**src/sv/c2p_pkg.sv**
```systemverilog
package c2p_pkg;

  // geometry of the destination planes
  localparam int PLANE_PITCH = 80;
  localparam int MAX_ROWS    = 350;
  localparam int MAX_COLUMNS = 640;

  // field and register widths
  localparam int WIDTH_W   = 10;
  localparam int HEIGHT_W  = 9;
  localparam int STRIDE_W  = 16;
  localparam int CFG_DATA_W = 16;
  localparam int CFG_INDEX_W = 2;
  localparam int COL_W     = 16;
  localparam int ROW_W     = 9;
  localparam int OFFSET_W  = 15;
  localparam int PLANES    = 4;

  // row counter sticks here instead of wrapping
  localparam logic [ROW_W-1:0] ROW_SAT = '1;

  // running row * pitch, wide enough for the saturated row
  localparam int ROW_BASE_W = $clog2(int'(ROW_SAT) * PLANE_PITCH + 1);

  // reset values of the configuration registers
  localparam logic [WIDTH_W-1:0]  WIDTH_RESET  = 10'd640;
  localparam logic [HEIGHT_W-1:0] HEIGHT_RESET = 9'd350;
  localparam logic [STRIDE_W-1:0] STRIDE_RESET = 16'd640;

  typedef enum logic [CFG_INDEX_W-1:0] {
    REG_ACTIVE_WIDTH  = 2'd0,
    REG_ACTIVE_HEIGHT = 2'd1,
    REG_SOURCE_STRIDE = 2'd2
  } cfg_reg_t;

  typedef enum logic {
    FUNC_PIXEL       = 1'b0,
    FUNC_FRAME_START = 1'b1
  } func_t;

  typedef struct packed {
    logic [WIDTH_W-1:0]  active_width;
    logic [HEIGHT_W-1:0] active_height;
    logic [STRIDE_W-1:0] source_stride;
  } cfg_t;

endpackage

```
**src/sv/c2p_in_if.sv**
```systemverilog
interface c2p_in_if;
  logic       valid;
  logic       ready;
  logic       func;
  logic [7:0] pixel_byte;

  modport source (output valid, output func, output pixel_byte, input ready);
  modport sink (input valid, input func, input pixel_byte, output ready);
endinterface

```
**src/sv/c2p_out_if.sv**
```systemverilog
interface c2p_out_if;
  logic                          valid;
  logic                          ready;
  logic [7:0]                    plane_zero_byte;
  logic [7:0]                    plane_one_byte;
  logic [7:0]                    plane_two_byte;
  logic [7:0]                    plane_three_byte;
  logic [c2p_pkg::OFFSET_W-1:0]  plane_offset;

  modport source (
    output valid, output plane_zero_byte, output plane_one_byte,
    output plane_two_byte, output plane_three_byte, output plane_offset,
    input ready
  );
  modport sink (
    input valid, input plane_zero_byte, input plane_one_byte,
    input plane_two_byte, input plane_three_byte, input plane_offset,
    output ready
  );
endinterface

```
**src/sv/c2p_cfg.sv**
```systemverilog
module c2p_cfg (
  input  logic                              clk,
  input  logic                              rst,
  input  logic                              cfg_write,
  input  logic [c2p_pkg::CFG_INDEX_W-1:0]   cfg_index,
  input  logic [c2p_pkg::CFG_DATA_W-1:0]    cfg_data,
  output c2p_pkg::cfg_t                     cfg
);

  logic [c2p_pkg::WIDTH_W-1:0]  width_in;
  logic [c2p_pkg::HEIGHT_W-1:0] height_in;
  logic [c2p_pkg::WIDTH_W-1:0]  width_sat;
  logic [c2p_pkg::HEIGHT_W-1:0] height_sat;

  assign width_in  = cfg_data[c2p_pkg::WIDTH_W-1:0];
  assign height_in = cfg_data[c2p_pkg::HEIGHT_W-1:0];

  // saturate on write
  always_comb begin
    if (int'(width_in) > c2p_pkg::MAX_COLUMNS) begin
      width_sat = c2p_pkg::WIDTH_W'(c2p_pkg::MAX_COLUMNS);
    end else begin
      width_sat = width_in;
    end
    if (int'(height_in) > c2p_pkg::MAX_ROWS) begin
      height_sat = c2p_pkg::HEIGHT_W'(c2p_pkg::MAX_ROWS);
    end else begin
      height_sat = height_in;
    end
  end

  always_ff @(posedge clk) begin
    if (rst) begin
      cfg.active_width  <= c2p_pkg::WIDTH_RESET;
      cfg.active_height <= c2p_pkg::HEIGHT_RESET;
      cfg.source_stride <= c2p_pkg::STRIDE_RESET;
    end else if (cfg_write) begin
      unique case (cfg_index)
        c2p_pkg::REG_ACTIVE_WIDTH:  cfg.active_width  <= width_sat;
        c2p_pkg::REG_ACTIVE_HEIGHT: cfg.active_height <= height_sat;
        c2p_pkg::REG_SOURCE_STRIDE: cfg.source_stride <= cfg_data[c2p_pkg::STRIDE_W-1:0];
        default: ;
      endcase
    end
  end

endmodule

```
**src/sv/chunky_to_planar_blit.sv**
```systemverilog
// Chunky-to-planar converter for 16-colour images. Source bytes enter on
// pixel_in, one per transfer, in address order; the low nibble of each byte
// is a colour index whose bit p lands in plane p, leftmost pixel in bit 7.
// Every eighth pixel of a row, or the last pixel inside the clipped width,
// produces one transfer on blit_out with the four plane bytes and the byte
// offset row * 80 + column / 8. Pixels outside the clipped width/height are
// consumed and dropped; a frame-start transfer (func = 1) clears the counters.
// Rate: one input transfer per clock, sustained. A result appears in the
// output register the cycle after the transfer that completes it. pixel_in
// stalls only while that output register holds a result not yet taken by
// blit_out. Configuration writes through cfg_write/cfg_index/cfg_data are
// meant for idle periods; width saturates at 640 and height at 350.
module chunky_to_planar_blit (
  input  logic                              clk,
  input  logic                              rst,
  input  logic                              cfg_write,
  input  logic [c2p_pkg::CFG_INDEX_W-1:0]   cfg_index,
  input  logic [c2p_pkg::CFG_DATA_W-1:0]    cfg_data,
  c2p_in_if.sink                            pixel_in,
  c2p_out_if.source                         blit_out
);

  localparam int COL_SHIFT_W = c2p_pkg::COL_W - 3;
  localparam int OFF_SUM_W_0 = (c2p_pkg::ROW_BASE_W > COL_SHIFT_W) ?
                               c2p_pkg::ROW_BASE_W : COL_SHIFT_W;
  localparam int OFF_SUM_W   = ((OFF_SUM_W_0 + 1) > c2p_pkg::OFFSET_W) ?
                               (OFF_SUM_W_0 + 1) : c2p_pkg::OFFSET_W;

  c2p_pkg::cfg_t cfg;

  // walking state
  logic [c2p_pkg::COL_W-1:0]      col;
  logic [c2p_pkg::ROW_W-1:0]      row;
  logic [c2p_pkg::ROW_BASE_W-1:0] row_base;   // row * pitch, tracked alongside row
  logic [7:0]                     acc [c2p_pkg::PLANES];

  // output register
  logic                           out_valid;
  logic [7:0]                     out_plane [c2p_pkg::PLANES];
  logic [c2p_pkg::OFFSET_W-1:0]   out_offset;

  // combinational path
  logic                           accept;
  logic                           frame_start;
  logic [c2p_pkg::STRIDE_W:0]     stride_eff;
  logic [c2p_pkg::WIDTH_W-1:0]    width_eff;
  logic                           in_area;
  logic                           last_in_group;
  logic                           emit;
  logic [c2p_pkg::COL_W:0]        col_inc;
  logic                           wrap;
  logic [2:0]                     pos;
  logic [3:0]                     color;
  logic [7:0]                     acc_merged [c2p_pkg::PLANES];
  logic [OFF_SUM_W-1:0]           offset_sum;

  c2p_cfg u_cfg (
    .clk       (clk),
    .rst       (rst),
    .cfg_write (cfg_write),
    .cfg_index (cfg_index),
    .cfg_data  (cfg_data),
    .cfg       (cfg)
  );

  // take a new transfer whenever the output register is free or being drained
  assign pixel_in.ready = !out_valid || blit_out.ready;
  assign accept         = pixel_in.valid && pixel_in.ready;
  assign frame_start    = (pixel_in.func == c2p_pkg::FUNC_FRAME_START);
  assign color          = pixel_in.pixel_byte[3:0];

  always_comb begin
    // a zero stride means the column counter wraps at its full range
    if (cfg.source_stride == '0) begin
      stride_eff = {1'b1, {c2p_pkg::STRIDE_W{1'b0}}};
    end else begin
      stride_eff = {1'b0, cfg.source_stride};
    end

    // clip width to the stride; the narrow result fits whenever stride wins
    if ((c2p_pkg::STRIDE_W + 1)'(cfg.active_width) < stride_eff) begin
      width_eff = cfg.active_width;
    end else begin
      width_eff = stride_eff[c2p_pkg::WIDTH_W-1:0];
    end

    in_area = ((c2p_pkg::HEIGHT_W)'(row) < cfg.active_height) &&
              (col < c2p_pkg::COL_W'(width_eff));
    last_in_group = (col[2:0] == 3'd7) ||
                    (col == (c2p_pkg::COL_W'(width_eff) - c2p_pkg::COL_W'(1)));
    emit = in_area && last_in_group;

    // leftmost pixel of the group goes to bit 7
    pos = 3'd7 - col[2:0];
    for (int p = 0; p < c2p_pkg::PLANES; p++) begin
      acc_merged[p] = acc[p] | (8'(color[p]) << pos);
    end

    col_inc = {1'b0, col} + (c2p_pkg::COL_W + 1)'(1);
    wrap    = (c2p_pkg::STRIDE_W + 1)'(col_inc) >= stride_eff;

    offset_sum = OFF_SUM_W'(row_base) + OFF_SUM_W'(col[c2p_pkg::COL_W-1:3]);
  end

  // counters and accumulators
  always_ff @(posedge clk) begin
    if (rst) begin
      col      <= '0;
      row      <= '0;
      row_base <= '0;
      for (int p = 0; p < c2p_pkg::PLANES; p++) begin
        acc[p] <= '0;
      end
    end else if (accept) begin
      if (frame_start) begin
        col      <= '0;
        row      <= '0;
        row_base <= '0;
        for (int p = 0; p < c2p_pkg::PLANES; p++) begin
          acc[p] <= '0;
        end
      end else begin
        // cleared after every emitted group so partial bytes start at zero
        if (emit) begin
          for (int p = 0; p < c2p_pkg::PLANES; p++) begin
            acc[p] <= '0;
          end
        end else if (in_area) begin
          for (int p = 0; p < c2p_pkg::PLANES; p++) begin
            acc[p] <= acc_merged[p];
          end
        end
        if (wrap) begin
          col <= '0;
          // row sticks at its top value; rows that far down never emit
          if (row != c2p_pkg::ROW_SAT) begin
            row      <= row + c2p_pkg::ROW_W'(1);
            row_base <= row_base + c2p_pkg::ROW_BASE_W'(c2p_pkg::PLANE_PITCH);
          end
        end else begin
          col <= col_inc[c2p_pkg::COL_W-1:0];
        end
      end
    end
  end

  // output register valid
  always_ff @(posedge clk) begin
    if (rst) begin
      out_valid <= 1'b0;
    end else if (accept) begin
      out_valid <= emit && !frame_start;
    end else if (blit_out.ready) begin
      out_valid <= 1'b0;
    end
  end

  // output payload, loaded only with a fresh result
  always_ff @(posedge clk) begin
    if (accept && emit && !frame_start) begin
      for (int p = 0; p < c2p_pkg::PLANES; p++) begin
        out_plane[p] <= acc_merged[p];
      end
      out_offset <= offset_sum[c2p_pkg::OFFSET_W-1:0];
    end
  end

  assign blit_out.valid            = out_valid;
  assign blit_out.plane_zero_byte  = out_plane[0];
  assign blit_out.plane_one_byte   = out_plane[1];
  assign blit_out.plane_two_byte   = out_plane[2];
  assign blit_out.plane_three_byte = out_plane[3];
  assign blit_out.plane_offset     = out_offset;

  // an emitted group leaves the accumulators empty
  a_acc_cleared_after_emit: assert property (
    @(posedge clk) disable iff (rst)
    (accept && !frame_start && emit) |=>
      (acc[0] == '0 && acc[1] == '0 && acc[2] == '0 && acc[3] == '0)
  ) else $error("accumulators not cleared after emitted group");

  // frame start rewinds every counter
  a_frame_start_rewinds: assert property (
    @(posedge clk) disable iff (rst)
    (accept && frame_start) |=> (col == '0 && row == '0 && row_base == '0)
  ) else $error("counters not cleared by frame start");

  // tracked row base stays equal to row times pitch below saturation
  a_row_base_tracks_row: assert property (
    @(posedge clk) disable iff (rst)
    (row != c2p_pkg::ROW_SAT) |->
      (row_base == c2p_pkg::ROW_BASE_W'(int'(row) * c2p_pkg::PLANE_PITCH))
  ) else $error("row base out of step with row counter");

endmodule

```
**src/flat_wrapper.sv**
```systemverilog
// flat-port wrapper written by rule: the top's interface ports become plain ports
module chunky_to_planar_blit_flat 
  (clk, rst, cfg_write, cfg_index, cfg_data, pixel_in_valid, pixel_in_func, pixel_in_pixel_byte, pixel_in_ready, blit_out_valid, blit_out_plane_zero_byte, blit_out_plane_one_byte, blit_out_plane_two_byte, blit_out_plane_three_byte, blit_out_plane_offset, blit_out_ready);
  c2p_in_if pixel_in_i ();
  c2p_out_if blit_out_i ();
  input  logic clk;
  input  logic rst;
  input  logic cfg_write;
  input  logic [c2p_pkg::CFG_INDEX_W-1:0] cfg_index;
  input  logic [c2p_pkg::CFG_DATA_W-1:0] cfg_data;
  input wire logic [$bits(pixel_in_i.valid)-1:0] pixel_in_valid;
  input wire logic [$bits(pixel_in_i.func)-1:0] pixel_in_func;
  input wire logic [$bits(pixel_in_i.pixel_byte)-1:0] pixel_in_pixel_byte;
  output wire logic [$bits(pixel_in_i.ready)-1:0] pixel_in_ready;
  output wire logic [$bits(blit_out_i.valid)-1:0] blit_out_valid;
  output wire logic [$bits(blit_out_i.plane_zero_byte)-1:0] blit_out_plane_zero_byte;
  output wire logic [$bits(blit_out_i.plane_one_byte)-1:0] blit_out_plane_one_byte;
  output wire logic [$bits(blit_out_i.plane_two_byte)-1:0] blit_out_plane_two_byte;
  output wire logic [$bits(blit_out_i.plane_three_byte)-1:0] blit_out_plane_three_byte;
  output wire logic [$bits(blit_out_i.plane_offset)-1:0] blit_out_plane_offset;
  input wire logic [$bits(blit_out_i.ready)-1:0] blit_out_ready;
  assign pixel_in_i.valid = pixel_in_valid;
  assign pixel_in_i.func = pixel_in_func;
  assign pixel_in_i.pixel_byte = pixel_in_pixel_byte;
  assign pixel_in_ready = pixel_in_i.ready;
  assign blit_out_valid = blit_out_i.valid;
  assign blit_out_plane_zero_byte = blit_out_i.plane_zero_byte;
  assign blit_out_plane_one_byte = blit_out_i.plane_one_byte;
  assign blit_out_plane_two_byte = blit_out_i.plane_two_byte;
  assign blit_out_plane_three_byte = blit_out_i.plane_three_byte;
  assign blit_out_plane_offset = blit_out_i.plane_offset;
  assign blit_out_i.ready = blit_out_ready;
  chunky_to_planar_blit u_core (.clk(clk), .rst(rst), .cfg_write(cfg_write), .cfg_index(cfg_index), .cfg_data(cfg_data), .pixel_in(pixel_in_i), .blit_out(blit_out_i));
endmodule
```
**config.mk**
```make
export PLATFORM = sky130hd
export DESIGN_NAME = chunky_to_planar_blit_flat
export DESIGN_NICKNAME = d
export VERILOG_FILES = /design/src/sv/c2p_pkg.sv /design/src/sv/c2p_in_if.sv /design/src/sv/c2p_out_if.sv /design/src/sv/c2p_cfg.sv /design/src/sv/chunky_to_planar_blit.sv /design/src/flat_wrapper.sv
export SDC_FILE = /design/constraint.sdc
export NUM_CORES = 1
export LEC_CHECK = 0
export ABC_AREA = 1
export BUFFER_PORTS_ARGS = -buffer_cell sky130_fd_sc_hd__buf_2
export CAP_MARGIN = 20
export CELL_PAD_IN_SITES_DETAIL_PLACEMENT = 0
export CELL_PAD_IN_SITES_GLOBAL_PLACEMENT = 2
export CORE_ASPECT_RATIO = 0.6
export CORE_MARGIN = 1
export CORE_UTILIZATION = 36
export CTS_BUF_LIST = sky130_fd_sc_hd__clkbuf_16
export DETAILED_ROUTE_END_ITERATION = 8
export PLACE_DENSITY = 0.88
export SYNTH_ARGS = -nofsm -noshare
export SYNTH_HDL_FRONTEND = slang
export SYNTH_HIERARCHICAL = 1
export SYNTH_SLANG_ARGS = --single-unit
```
**constraint.sdc**
```tcl
create_clock -name clk -period 7.3 [get_ports clk]
set_input_delay 1.46 -clock clk [delete_from_list [all_inputs] [get_ports clk]]
set_output_delay 1.46 -clock clk [all_outputs]
set_load 0.005 [all_outputs]
```
==> impl_metrics.py, run 1 <==
metrics = {
    "status": {
        "outcome": "finished, final reports clean",
    },
    "pwr": {
        "leakage_nw": 4.49,
        "power_density_nw_per_um2": 217,
        "irDropWorstVdd_v": 0.000178,
        "power.total_mw": 2.12,
    },
    "timing": {
        "max_clock_freq_ghz": 0.194,
        "worst_pin_slew_ps": 915,
        "setup_tns_ps": 0,
        "hold_viol_final": 0,
        "report.final.setup_viol": 0,
        "rsz0062_at_grt": "false",
        "fin_crit_ps": 5170,
        "slew_headroom_pct": 38.5,
        "drv_slew": 0,
        "finalCritPeriodShare_pct": 70.8,
        "finClkSkew_ps": 7.14,
    },
    "clock_tree": {
        "clkTransAtPathRegs_ps": 70,
        "cts_root_buf": "clkbuf_16",
        "cts_setup_buffers": 0,
        "clk_latency_ps": 420,
        "cts.sinks": 151,
        "cts_resized": 0,
        "cts_max_path_buffers": 2,
        "cts_max_level": 4,
        "cts_buffers": 17,
        "cts_tree": "built",
        "postCtsHoldBufs": 0,
    },
    "route": {
        "vias_per_cell": 4.78,
        "dr_total_vias": 6838,
        "routedWlPerCell_um": 15.0,
        "drc": 0,
        "drtIter0Drc": 496,
        "routed_wl_um": 21400,
        "first_pass_iters": 5,
        "ant_nets": 0,
    },
    "placed_design": {
        "io_buffers": 76,
        "place_congestion": 0.830,
        "dp_hpwl_um": 16100,
    },
    "setup_path": {
        "path_cells": "inv_1 -> nor4_1 -> nand3_1 -> nor3_1 -> nand2_1 -> inv_1 -> a31oi_1 -> a21oi_1 -> ha_1 -> nand2_1 -> nor3_1 -> nor3b_1 -> a221oi_1 -> nand2_1 -> a21oi_1 -> nand2_1 -> inv_1 -> nand3_1 -> o21ai_0",
        "path_buf_inv": 3,
        "crit_fanout": 18,
        "critPathCapture": "u_core/col[10]",
        "cp.depth": 19,
        "worstSetupEndpointType": "flip-flop",
        "cp_slowest_cell": "dfxtp_1",
        "cp.arrival_ps": 5490,
        "cpMostUsedCell": "nand2_1",
        "reg2reg_depth": 19,
        "r2r-end": "u_core/col[10]",
        "crit_type": "reg2reg",
        "critical-path-top-delay-family": "simple AND/OR/NAND/NOR gates",
        "startpoint": "u_core/col[0]",
        "reg2reg_setup_slack_ps": 2130,
        "r2r-start": "u_core/col[0]",
        "critPathRequiredTime_ps": 7630,
        "cpPeakStageDelay_ps": 780,
        "worst_setup_path_start_kind": "flip-flop",
    },
    "logic_synthesis": {
        "syn-cell-area_um2": 8580,
        "synth_seq_cells": 151,
        "syn-instance-count": 1038,
        "synth_edf_count": 79,
        "postSynth.asyncResetShare_pct": 0,
        "yosys.area.top_type_share_pct": 27.6,
        "yosys.area.top_type": "edfxtp_1",
        "ys_warn_count": 6,
        "ys_seq_area_share_pct": 44.4,
        "synth_most_common_cell": "inv_1",
        "synth_nets": 1129,
        "yosysUniqueCellTypes": 47,
        "syn_avg_cell_area_um2": 8.27,
        "synthFlopType": "edfxtp_1",
        "synth_area_leaders": "edfxtp_1, dfxtp_1, ha_1, inv_1, nand2_1",
        "yosys-top-cells-count": "inv_1, nand2_1, nor2_1",
    },
    "final_layout": {
        "fin_nets": 1195,
        "diodes": 0,
        "drive_above_1_share_pct": 14.1,
        "area_delta_synth_final_pct": 13.5,
    },
    "floorplan": {
        "dieArea_um2": 24500,
        "num_rows": 43,
        "core-area_um2": 23200,
        "io_pins": 81,
        "initial_utilization_pct": 36.9,
        "die_w_um": 201,
        "die_h_um": 122,
    },
    "grt": {
        "first_global_vias": 6500,
        "antenna_found_initial": 0,
        "overflow": 0,
        "grt_max_degree": 48,
        "grt_pass1_wl_um": 34900,
        "grt_usage_pct": 18.4,
    },
    "run": {
        "max_cap_violations": 0,
    },
    "worst_hold_path": {
        "hp-class": "reg2reg",
    },
}
[state kept, by name, summed over array words and instances, names as in the netlist]
name / flops
u_core/acc: 32
u_core/blit_out.plane_offset: 15
u_core/blit_out.valid: 1
u_core/col: 16
u_core/out_plane: 32
u_core/row: 9
u_core/row_base: 11
u_core/u_cfg/cfg: 35
[layer usage]
| metal | up-vias | part of all wire [%] | track usage [%] |
|---|---|---|---|
| li1 | 3564 | - | - |
| met3 | 10 | 4.3 | 3.67 |
| met5 | - | 0 | 0 |
| met4 | 0 | 0.46 | 4.12 |
| met1 | 3125 | 56 | 29.1 |
| met2 | 139 | 39 | 25.0 |
[stage by stage]
step	hold WS [ps]	instance area, um^2	utilization, %	std cells	setup slack (ps)
after floorplan	429	8580	-	1038	2030
after global placement	451	9190	39.5	1400	2280
after detailed placement	454	9190	39.5	1400	2270
after CTS	468	9750	41.9	1432	2240
after global routing	499	9750	41.9	1432	1710
final	467	9750	41.9	1432	2130
[logic make-up (layout without fill, tap and decap cells)]
kind of cell    Yosys count  count (layout)  synth area share [%]
buf+inv                 225             304                  10.8
simple gates            393             393                  21.2
flops                   151             151                  44.4
compound gates          181             181                  12.0
fa+ha+maj                59              59                  8.60
xor+xnor                 29              29                  2.96
[where the power goes]
group	leakage (nW)	internal [mW]	switching, mW
logic	2.85	0.106	0.239
clock network	0.270	0.469	0.368
registers	1.37	0.919	0.0154
[layout make-up]
type / instances / area (um^2)
Clock buffer: 17 / 425
Clock inverter: 15 / 131
Fill cell: 2397 / 13500
Inverter: 194 / 728
Multi-Input combinational cell: 662 / 3860
Sequential cell: 151 / 3810
Tap cell: 315 / 394
Timing Repair Buffer: 78 / 395
[layout by cell type (no fill, tap or decap), types with 4 or more instances in the layout]
cell type / n
a211oi_1: 4
a21o_1: 6
a21oi_1: 81
a31oi_1: 5
buf_2: 76
clkbuf_16: 17
clkinv_4: 6
dfxtp_1: 72
edfxtp_1: 79
ha_1: 59
inv_1: 190
inv_2: 5
nand2_1: 159
nand2_2: 9
nand3_1: 61
nand4_1: 21
nor2_1: 84
nor2_2: 16
nor3_1: 23
nor4_1: 4
o21ai_0: 40
o21ai_1: 9
o21bai_1: 5
o22ai_1: 14
xnor2_1: 4
xor2_1: 25
[worst min path at each step]
stage	start	depth (start not counted)	end	slack, ps
2_1_floorplan	u_core/u_cfg/cfg[24]	2	u_core/u_cfg/cfg[24]	430
3_3_place_gp	u_core/u_cfg/cfg[24]	2	u_core/u_cfg/cfg[24]	450
3_5_place_dp	u_core/u_cfg/cfg[24]	2	u_core/u_cfg/cfg[24]	450
4_1_cts	u_core/u_cfg/cfg[24]	2	u_core/u_cfg/cfg[24]	470
5_1_grt	u_core/u_cfg/cfg[24]	2	u_core/u_cfg/cfg[24]	500
6_report	u_core/u_cfg/cfg[24]	2	u_core/u_cfg/cfg[24]	470
[worst min-delay path, cell delays in order, from the launching register on]
cell     delay [ps]
dfxtp_1         330
nand2_1          50
nand3_1          50
(Power assumes the default switching activity.)
==> run 2, diff against run 1 <==
--- a/config.mk
+++ b/config.mk
@@ -5,17 +5,17 @@
 export SDC_FILE = /design/constraint.sdc
 export NUM_CORES = 1
 export LEC_CHECK = 0
-export ABC_AREA = 1
+export ABC_AREA = 0
 export BUFFER_PORTS_ARGS = -buffer_cell sky130_fd_sc_hd__buf_2
 export CAP_MARGIN = 20
 export CELL_PAD_IN_SITES_DETAIL_PLACEMENT = 0
 export CELL_PAD_IN_SITES_GLOBAL_PLACEMENT = 2
 export CORE_ASPECT_RATIO = 0.6
 export CORE_MARGIN = 1
-export CORE_UTILIZATION = 36
+export CORE_UTILIZATION = 39
 export CTS_BUF_LIST = sky130_fd_sc_hd__clkbuf_16
 export DETAILED_ROUTE_END_ITERATION = 8
-export PLACE_DENSITY = 0.88
+export PLACE_DENSITY = 0.89
 export SYNTH_ARGS = -nofsm -noshare
 export SYNTH_HDL_FRONTEND = slang
 export SYNTH_HIERARCHICAL = 1
==> constraint.sdc (replaced) <==
create_clock -name clk -period 4.82 [get_ports clk]
set_input_delay 0.964 -clock clk [delete_from_list [all_inputs] [get_ports clk]]
set_output_delay 0.964 -clock clk [all_outputs]
set_load 0.005 [all_outputs]
==> impl_metrics.py, run 2 <==
metrics = {
    "status": {
        "outcome": "finished with violations",
        "violations": "DRC",
    },
    "logic_synthesis": {
        "ys_seq_area_share_pct": 44.8,
        "synth_nets": 936,
        "yosys.area.top_type_share_pct": 27.9,
        "synth_seq_cells": 151,
        "synth_edf_count": 79,
        "postSynth.asyncResetShare_pct": 0,
        "yosysUniqueCellTypes": 68,
        "synth_most_common_cell": "edfxtp_1",
        "yosys.area.top_type": "edfxtp_1",
        "ys_warn_count": 6,
        "synthFlopType": "edfxtp_1",
        "synth_area_leaders": "edfxtp_1, dfxtp_1, ha_1, a21o_1, nand2_1",
        "syn_avg_cell_area_um2": 10.1,
        "syn-cell-area_um2": 8510,
        "yosys-top-cells-count": "edfxtp_1, nand2_1, dfxtp_1",
        "syn-instance-count": 845,
    },
    "final_layout": {
        "reg_top3": "u_core/u_cfg/cfg x35, u_core/acc x32, u_core/out_plane x32",
        "largest_reg_flops": 35,
        "layout.cells.most_common_list": "edfxtp_1, buf_2, nand2_1, dfxtp_1, ha_1",
        "final_common_cell": "edfxtp_1",
        "regMostFlops": "u_core/u_cfg/cfg",
        "fin_nets": 1033,
        "area_delta_synth_final_pct": 19.7,
        "drive_above_1_share_pct": 19.6,
        "diodes": 0,
    },
    "route": {
        "dr_total_vias": 6805,
        "first_pass_iters": 7,
        "drtIter0Drc": 654,
        "routedWlPerCell_um": 18.4,
        "vias_per_cell": 5.51,
        "drc": 14,
        "routed_wl_um": 22700,
        "ant_nets": 0,
    },
    "floorplan": {
        "io_pins": 81,
        "die_h_um": 116,
        "initial_utilization_pct": 40.2,
        "die_w_um": 193,
        "core-area_um2": 21200,
        "num_rows": 41,
        "dieArea_um2": 22400,
    },
    "pwr": {
        "leakage_nw": 4.41,
        "power.total_mw": 3.20,
        "irDropWorstVdd_v": 0.000253,
        "power_density_nw_per_um2": 314,
    },
    "timing": {
        "worst_pin_slew_ps": 922,
        "setup_tns_ps": 0,
        "slew_headroom_pct": 38.4,
        "hold_viol_final": 0,
        "whs_ps": 455,
        "rsz0062_at_grt": "true",
        "finClkSkew_ps": 9.40,
        "fin_crit_ps": 4790,
        "finalCritPeriodShare_pct": 99.3,
        "max_clock_freq_ghz": 0.209,
        "drv_slew": 0,
        "report.final.setup_viol": 0,
    },
    "grt": {
        "grt_usage_pct": 20.9,
        "grt_max_degree": 41,
        "overflow": 0,
        "first_global_vias": 6354,
        "grt_pass1_wl_um": 35600,
        "antenna_found_initial": 0,
    },
    "clock_tree": {
        "clk_latency_ps": 430,
        "cts_buffers": 17,
        "postCtsHoldBufs": 0,
        "clkTransAtPathRegs_ps": 70,
        "cts_root_buf": "clkbuf_16",
        "cts_tree": "built",
        "cts.sinks": 151,
        "cts_max_level": 4,
        "cts_max_path_buffers": 2,
    },
    "placed_design": {
        "io_buffers": 76,
        "dp_hpwl_um": 16100,
        "place_congestion": 0.844,
    },
    "setup_path": {
        "reg2reg_setup_slack_ps": 30,
        "cp.arrival_ps": 4920,
        "crit_fanout": 14,
        "worst_setup_path_start_kind": "flip-flop",
        "worstSetupEndpointType": "flip-flop",
        "crit_type": "reg2reg",
        "critPathRequiredTime_ps": 4960,
    },
    "run": {
        "max_cap_violations": 0,
    },
    "worst_hold_path": {
        "hp-class": "reg2reg",
    },
}
==> run 2: cell count changes after synthesis, moves of 17 or more <==
| cell | previous run | this run |
|---|---|---|
| a22o_1 | 1 | 18 |
| xnor2_1 | 4 | 28 |
| inv_1 | 189 | 35 |
| nor2_1 | 84 | 55 |
| nor4b_1 | 0 | 32 |
| a21oi_1 | 82 | 42 |
| nand2_1 | 159 | 75 |
| o21ai_0 | 40 | 14 |
| a21o_1 | 6 | 46 |
| xor2_1 | 25 | 7 |
| nand3_1 | 61 | 24 |
| clkbuf_1 | 16 | 39 |
==> run 2: cell type report <==
| class | instances | area, um^2 |
|---|---|---|
| Clock buffer | 17 | 425 |
| Clock inverter | 15 | 183 |
| Timing Repair Buffer | 128 | 875 |
| Tap cell | 279 | 349 |
| Multi-Input combinational cell | 609 | 4400 |
| Fill cell | 2017 | 11000 |
| Sequential cell | 151 | 3810 |
| Inverter | 35 | 131 |
==> run 2: final timing paths <==
check                                     startpoint                     end  cells after the start
worst max-delay path            u_core/u_cfg/cfg[11]  u_core/out_plane[1][6]                     15
worst min-delay path            u_core/u_cfg/cfg[23]    u_core/u_cfg/cfg[23]                      2
worst max register to register  u_core/u_cfg/cfg[11]  u_core/out_plane[1][6]                     15
worst min register to register  u_core/u_cfg/cfg[23]    u_core/u_cfg/cfg[23]                      2
==> run 2: per-stage QoR <==
stage	utilization [%]	worst slack (ps)	cell area, um^2	cells
floorplan	-	-482	8540	845
global placement	44.2	45.5	9370	1191
detailed placement	44.2	28.8	9370	1191
CTS	47.1	4.72	9980	1223
global route	48.1	-96.6	10200	1234
finish	48.1	34.2	10200	1234
==> run 2: layer usage <==
layer | global-route usage [%] | wire [um] | part of all wire, % | up-vias
met5 | 0 | 0 | 0 | -
li1 | - | - | - | 3337
met4 | 6.30 | 193 | 0.85 | 0
met3 | 3.31 | 1410 | 6.2 | 18
met2 | 28.1 | 8880 | 39 | 237
met1 | 33.3 | 12200 | 54 | 3213
==> run 2: cell families (layout without fill, tap and decap cells) <==
kind of cell | count (synthesis) | count (layout) | synth area share, %
AOI/OAI and AO/OA | 182 | 182 | 15.3
DFF | 151 | 151 | 44.8
xor gates and xnor gates | 37 | 37 | 4.13
adders and majority gates | 59 | 59 | 8.68
muxes | 19 | 19 | 2.44
and+or+nand+nor | 312 | 312 | 20.5
buffers and inverters | 85 | 195 | 4.13
==> run 2: repair_timing <==
action	4_1_cts	5_1_grt
endpoints found under the setup margin	10	79
setup buffers	0	3
gates resized for setup	2	12
gates cloned	0	7
==> run 2: critical path, cell delays in order, from the launching register on <==
cell and delay (ps):
dfxtp_2 330, or4_4 530, or4_4 470, or2_4 270, nor2_4 200, mux2i_4 290
ha_2 200, and3_1 150, nand3_1 70, or3_1 330, nand3_2 90, mux2_4 310
or4b_4 530, o41ai_4 250, and2b_4 290, buf_12 170
==> run 2: where the power goes <==
group	switching, mW	internal, mW
clock network	0.596	0.786
logic	0.246	0.168
registers	0.0192	1.39
total	0.861	2.34
==> run 3, diff against run 2 <==
--- a/config.mk
+++ b/config.mk
@@ -5,17 +5,16 @@
 export SDC_FILE = /design/constraint.sdc
 export NUM_CORES = 1
 export LEC_CHECK = 0
-export ABC_AREA = 0
+export ABC_AREA = 1
 export BUFFER_PORTS_ARGS = -buffer_cell sky130_fd_sc_hd__buf_2
 export CAP_MARGIN = 20
 export CELL_PAD_IN_SITES_DETAIL_PLACEMENT = 0
 export CELL_PAD_IN_SITES_GLOBAL_PLACEMENT = 2
 export CORE_ASPECT_RATIO = 0.6
-export CORE_MARGIN = 1
-export CORE_UTILIZATION = 39
+export CORE_UTILIZATION = 36
 export CTS_BUF_LIST = sky130_fd_sc_hd__clkbuf_16
 export DETAILED_ROUTE_END_ITERATION = 8
-export PLACE_DENSITY = 0.89
+export PLACE_DENSITY = 0.88
 export SYNTH_ARGS = -nofsm -noshare
 export SYNTH_HDL_FRONTEND = slang
 export SYNTH_HIERARCHICAL = 1
==> impl_metrics.py, run 3 (same netlist as run 1, synthesis figures left out) <==
metrics = {
    "final_layout": {
        "design_area_um2": 9870,
        "largest_reg_flops": 35,
        "drive_above_1_share_pct": 15.1,
        "reg_top3": "u_core/u_cfg/cfg x35, u_core/acc x32, u_core/out_plane x32",
        "regMostFlops": "u_core/u_cfg/cfg",
        "area_delta_synth_final_pct": 15.0,
        "final_common_cell": "inv_1",
        "fin_nets": 1206,
        "final_cells": 1443,
        "layout.cells.most_common_list": "inv_1, nand2_1, nor2_1, a21oi_1, edfxtp_1",
        "diodes": 0,
    },
    "floorplan": {
        "io_pins": 81,
        "die_h_um": 122,
        "initial_utilization_pct": 36.9,
        "num_rows": 43,
        "core-area_um2": 23200,
        "die_w_um": 201,
        "dieArea_um2": 24500,
    },
    "clock_tree": {
        "cts_setup_buffers": 0,
        "cts_max_path_buffers": 2,
        "clk_latency_ps": 430,
        "clkTransAtPathRegs_ps": 70,
        "cts_buffers": 17,
        "cts_root_buf": "clkbuf_16",
        "cts_tree": "built",
        "cts_max_level": 4,
        "cts.sinks": 151,
        "postCtsHoldBufs": 0,
        "cts_resized": 0,
    },
    "route": {
        "routedWlPerCell_um": 15.0,
        "dr_total_vias": 6951,
        "drc": 0,
        "drtIter0Drc": 494,
        "first_pass_iters": 6,
        "routed_wl_um": 21600,
        "ant_nets": 0,
        "vias_per_cell": 4.82,
    },
    "worst_hold_path": {
        "hp-class": "reg2reg",
        "min_delay_worst_endpoint": "u_core/u_cfg/cfg[22]",
        "min_delay_path_depth": 2,
        "hold_path.startpoint": "u_core/u_cfg/cfg[22]",
    },
    "grt": {
        "antenna_found_initial": 0,
        "overflow": 0,
        "first_global_vias": 6580,
        "grt_usage_pct": 18.7,
        "grt_pass1_wl_um": 35100,
        "grt_max_degree": 46,
    },
    "placed_design": {
        "dp_hpwl_um": 16400,
        "io_buffers": 76,
        "preCtsSetupSlack_ps": 545,
        "dp_cells": 1411,
        "place_area_um2": 9280,
        "place_congestion": 0.802,
    },
    "run": {
        "max_cap_violations": 0,
    },
    "pwr": {
        "internal-power_mw": 2.33,
        "leakage_nw": 4.57,
        "combinationalPowerShare_pct": 16.0,
        "sw_frac_of_total_pct": 29.4,
        "power.total_mw": 3.30,
        "power_density_nw_per_um2": 334,
        "pwr-share-clk_pct": 41.2,
        "irDropWorstVdd_v": 0.000249,
        "power_frac_seq_pct": 42.8,
        "power_switching_mw": 0.968,
    },
    "timing": {
        "hold_viol_final": 0,
        "max_clock_freq_ghz": 0.230,
        "fin_crit_ps": 4350,
        "finClkSkew_ps": 8.19,
        "finalCritPeriodShare_pct": 90.3,
        "slew_headroom_pct": 42.5,
        "report.final.setup_viol": 0,
        "rsz0062_at_grt": "false",
        "drv_slew": 0,
        "worst_pin_slew_ps": 861,
        "setup_tns_ps": 0,
        "timing.final.ws_setup_ps": 466,
    },
    "setup_path": {
        "reg2reg_setup_slack_ps": 470,
        "worstSetupEndpointType": "flip-flop",
        "critPathRequiredTime_ps": 5140,
        "worst_setup_path_start_kind": "flip-flop",
        "crit_type": "reg2reg",
        "crit_fanout": 11,
        "cp.arrival_ps": 4670,
        "r2r-start": "u_core/col[3]",
        "r2r-end": "u_core/row_base[4]",
        "reg2reg_depth": 20,
    },
    "status": {
        "outcome": "finished, final reports clean",
    },
}
==> run 3: layer usage <==
layer / vias up / global-route usage (%) / part of all wire [%]
li1: 3586 / - / -
met1: 3222 / 29.5 / 56
met2: 129 / 25.2 / 39
met3: 14 / 3.48 / 4.1
met4: 0 / 5.26 / 0.93
met5: - / 0 / 0
==> run 3: power groups by stage <==
stage               registers [mW]  logic [mW]  clock network [mW]
floorplan                     1.43       0.400                   0
finish                        1.41       0.526                1.36
CTS                           1.41       0.526                1.39
global route                  1.41       0.607                1.45
global placement              1.44       0.519                   0
detailed placement            1.44       0.523                   0
==> run 3: worst max-delay path, cell delays in order (launching register included) <==
cell and delay, ps:
dfxtp_1 450, nand2_1 120, nor4_1 330, nand3_1 300
nor3_1 350, nand2_1 140, inv_1 90, a31oi_1 70
a21oi_1 220, ha_1 200, nand2_1 70, nor3_1 200
nor3b_1 350, nand3b_1 150, nand2_1 90, a21oi_1 60
nand2_1 100, nand3_1 280, inv_1 400, o21ai_0 150
o211a_1 130
==> run 3: how the worst max path moves through the flow <==
stage / from / to / slack (ps) / depth (start not counted)
floorplan: u_core/u_cfg/cfg[4] / u_core/blit_out.plane_offset[0] / 580 / 23
global placement: u_core/col[3] / u_core/row_base[4] / 540 / 19
detailed placement: u_core/col[0] / u_core/row_base[4] / 550 / 21
CTS: u_core/col[0] / u_core/row_base[4] / 500 / 21
global route: u_core/col[3] / u_core/row[2] / 10 / 20
finish: u_core/col[3] / u_core/row_base[4] / 470 / 20
==> run 3: area by class of cell <==
| cell class | instances | area [um^2] |
|---|---|---|
| fillers | 2368 | 13400 |
| multi-input cells | 662 | 3860 |
| flip-flops and latches | 151 | 3810 |
| inverters | 194 | 728 |
| repair buffers | 89 | 490 |
| clock buffers | 17 | 425 |
| well taps | 315 | 394 |
| clock inverters | 15 | 163 |
==> run 3: metrics by stage <==
stage / utilization (%) / hold WS, ps
after global placement: 39.9 / 447
after floorplan: - / 429
after CTS: 42.5 / 469
after detailed placement: 39.9 / 454
final: 42.5 / 468
after global routing: 42.5 / 495
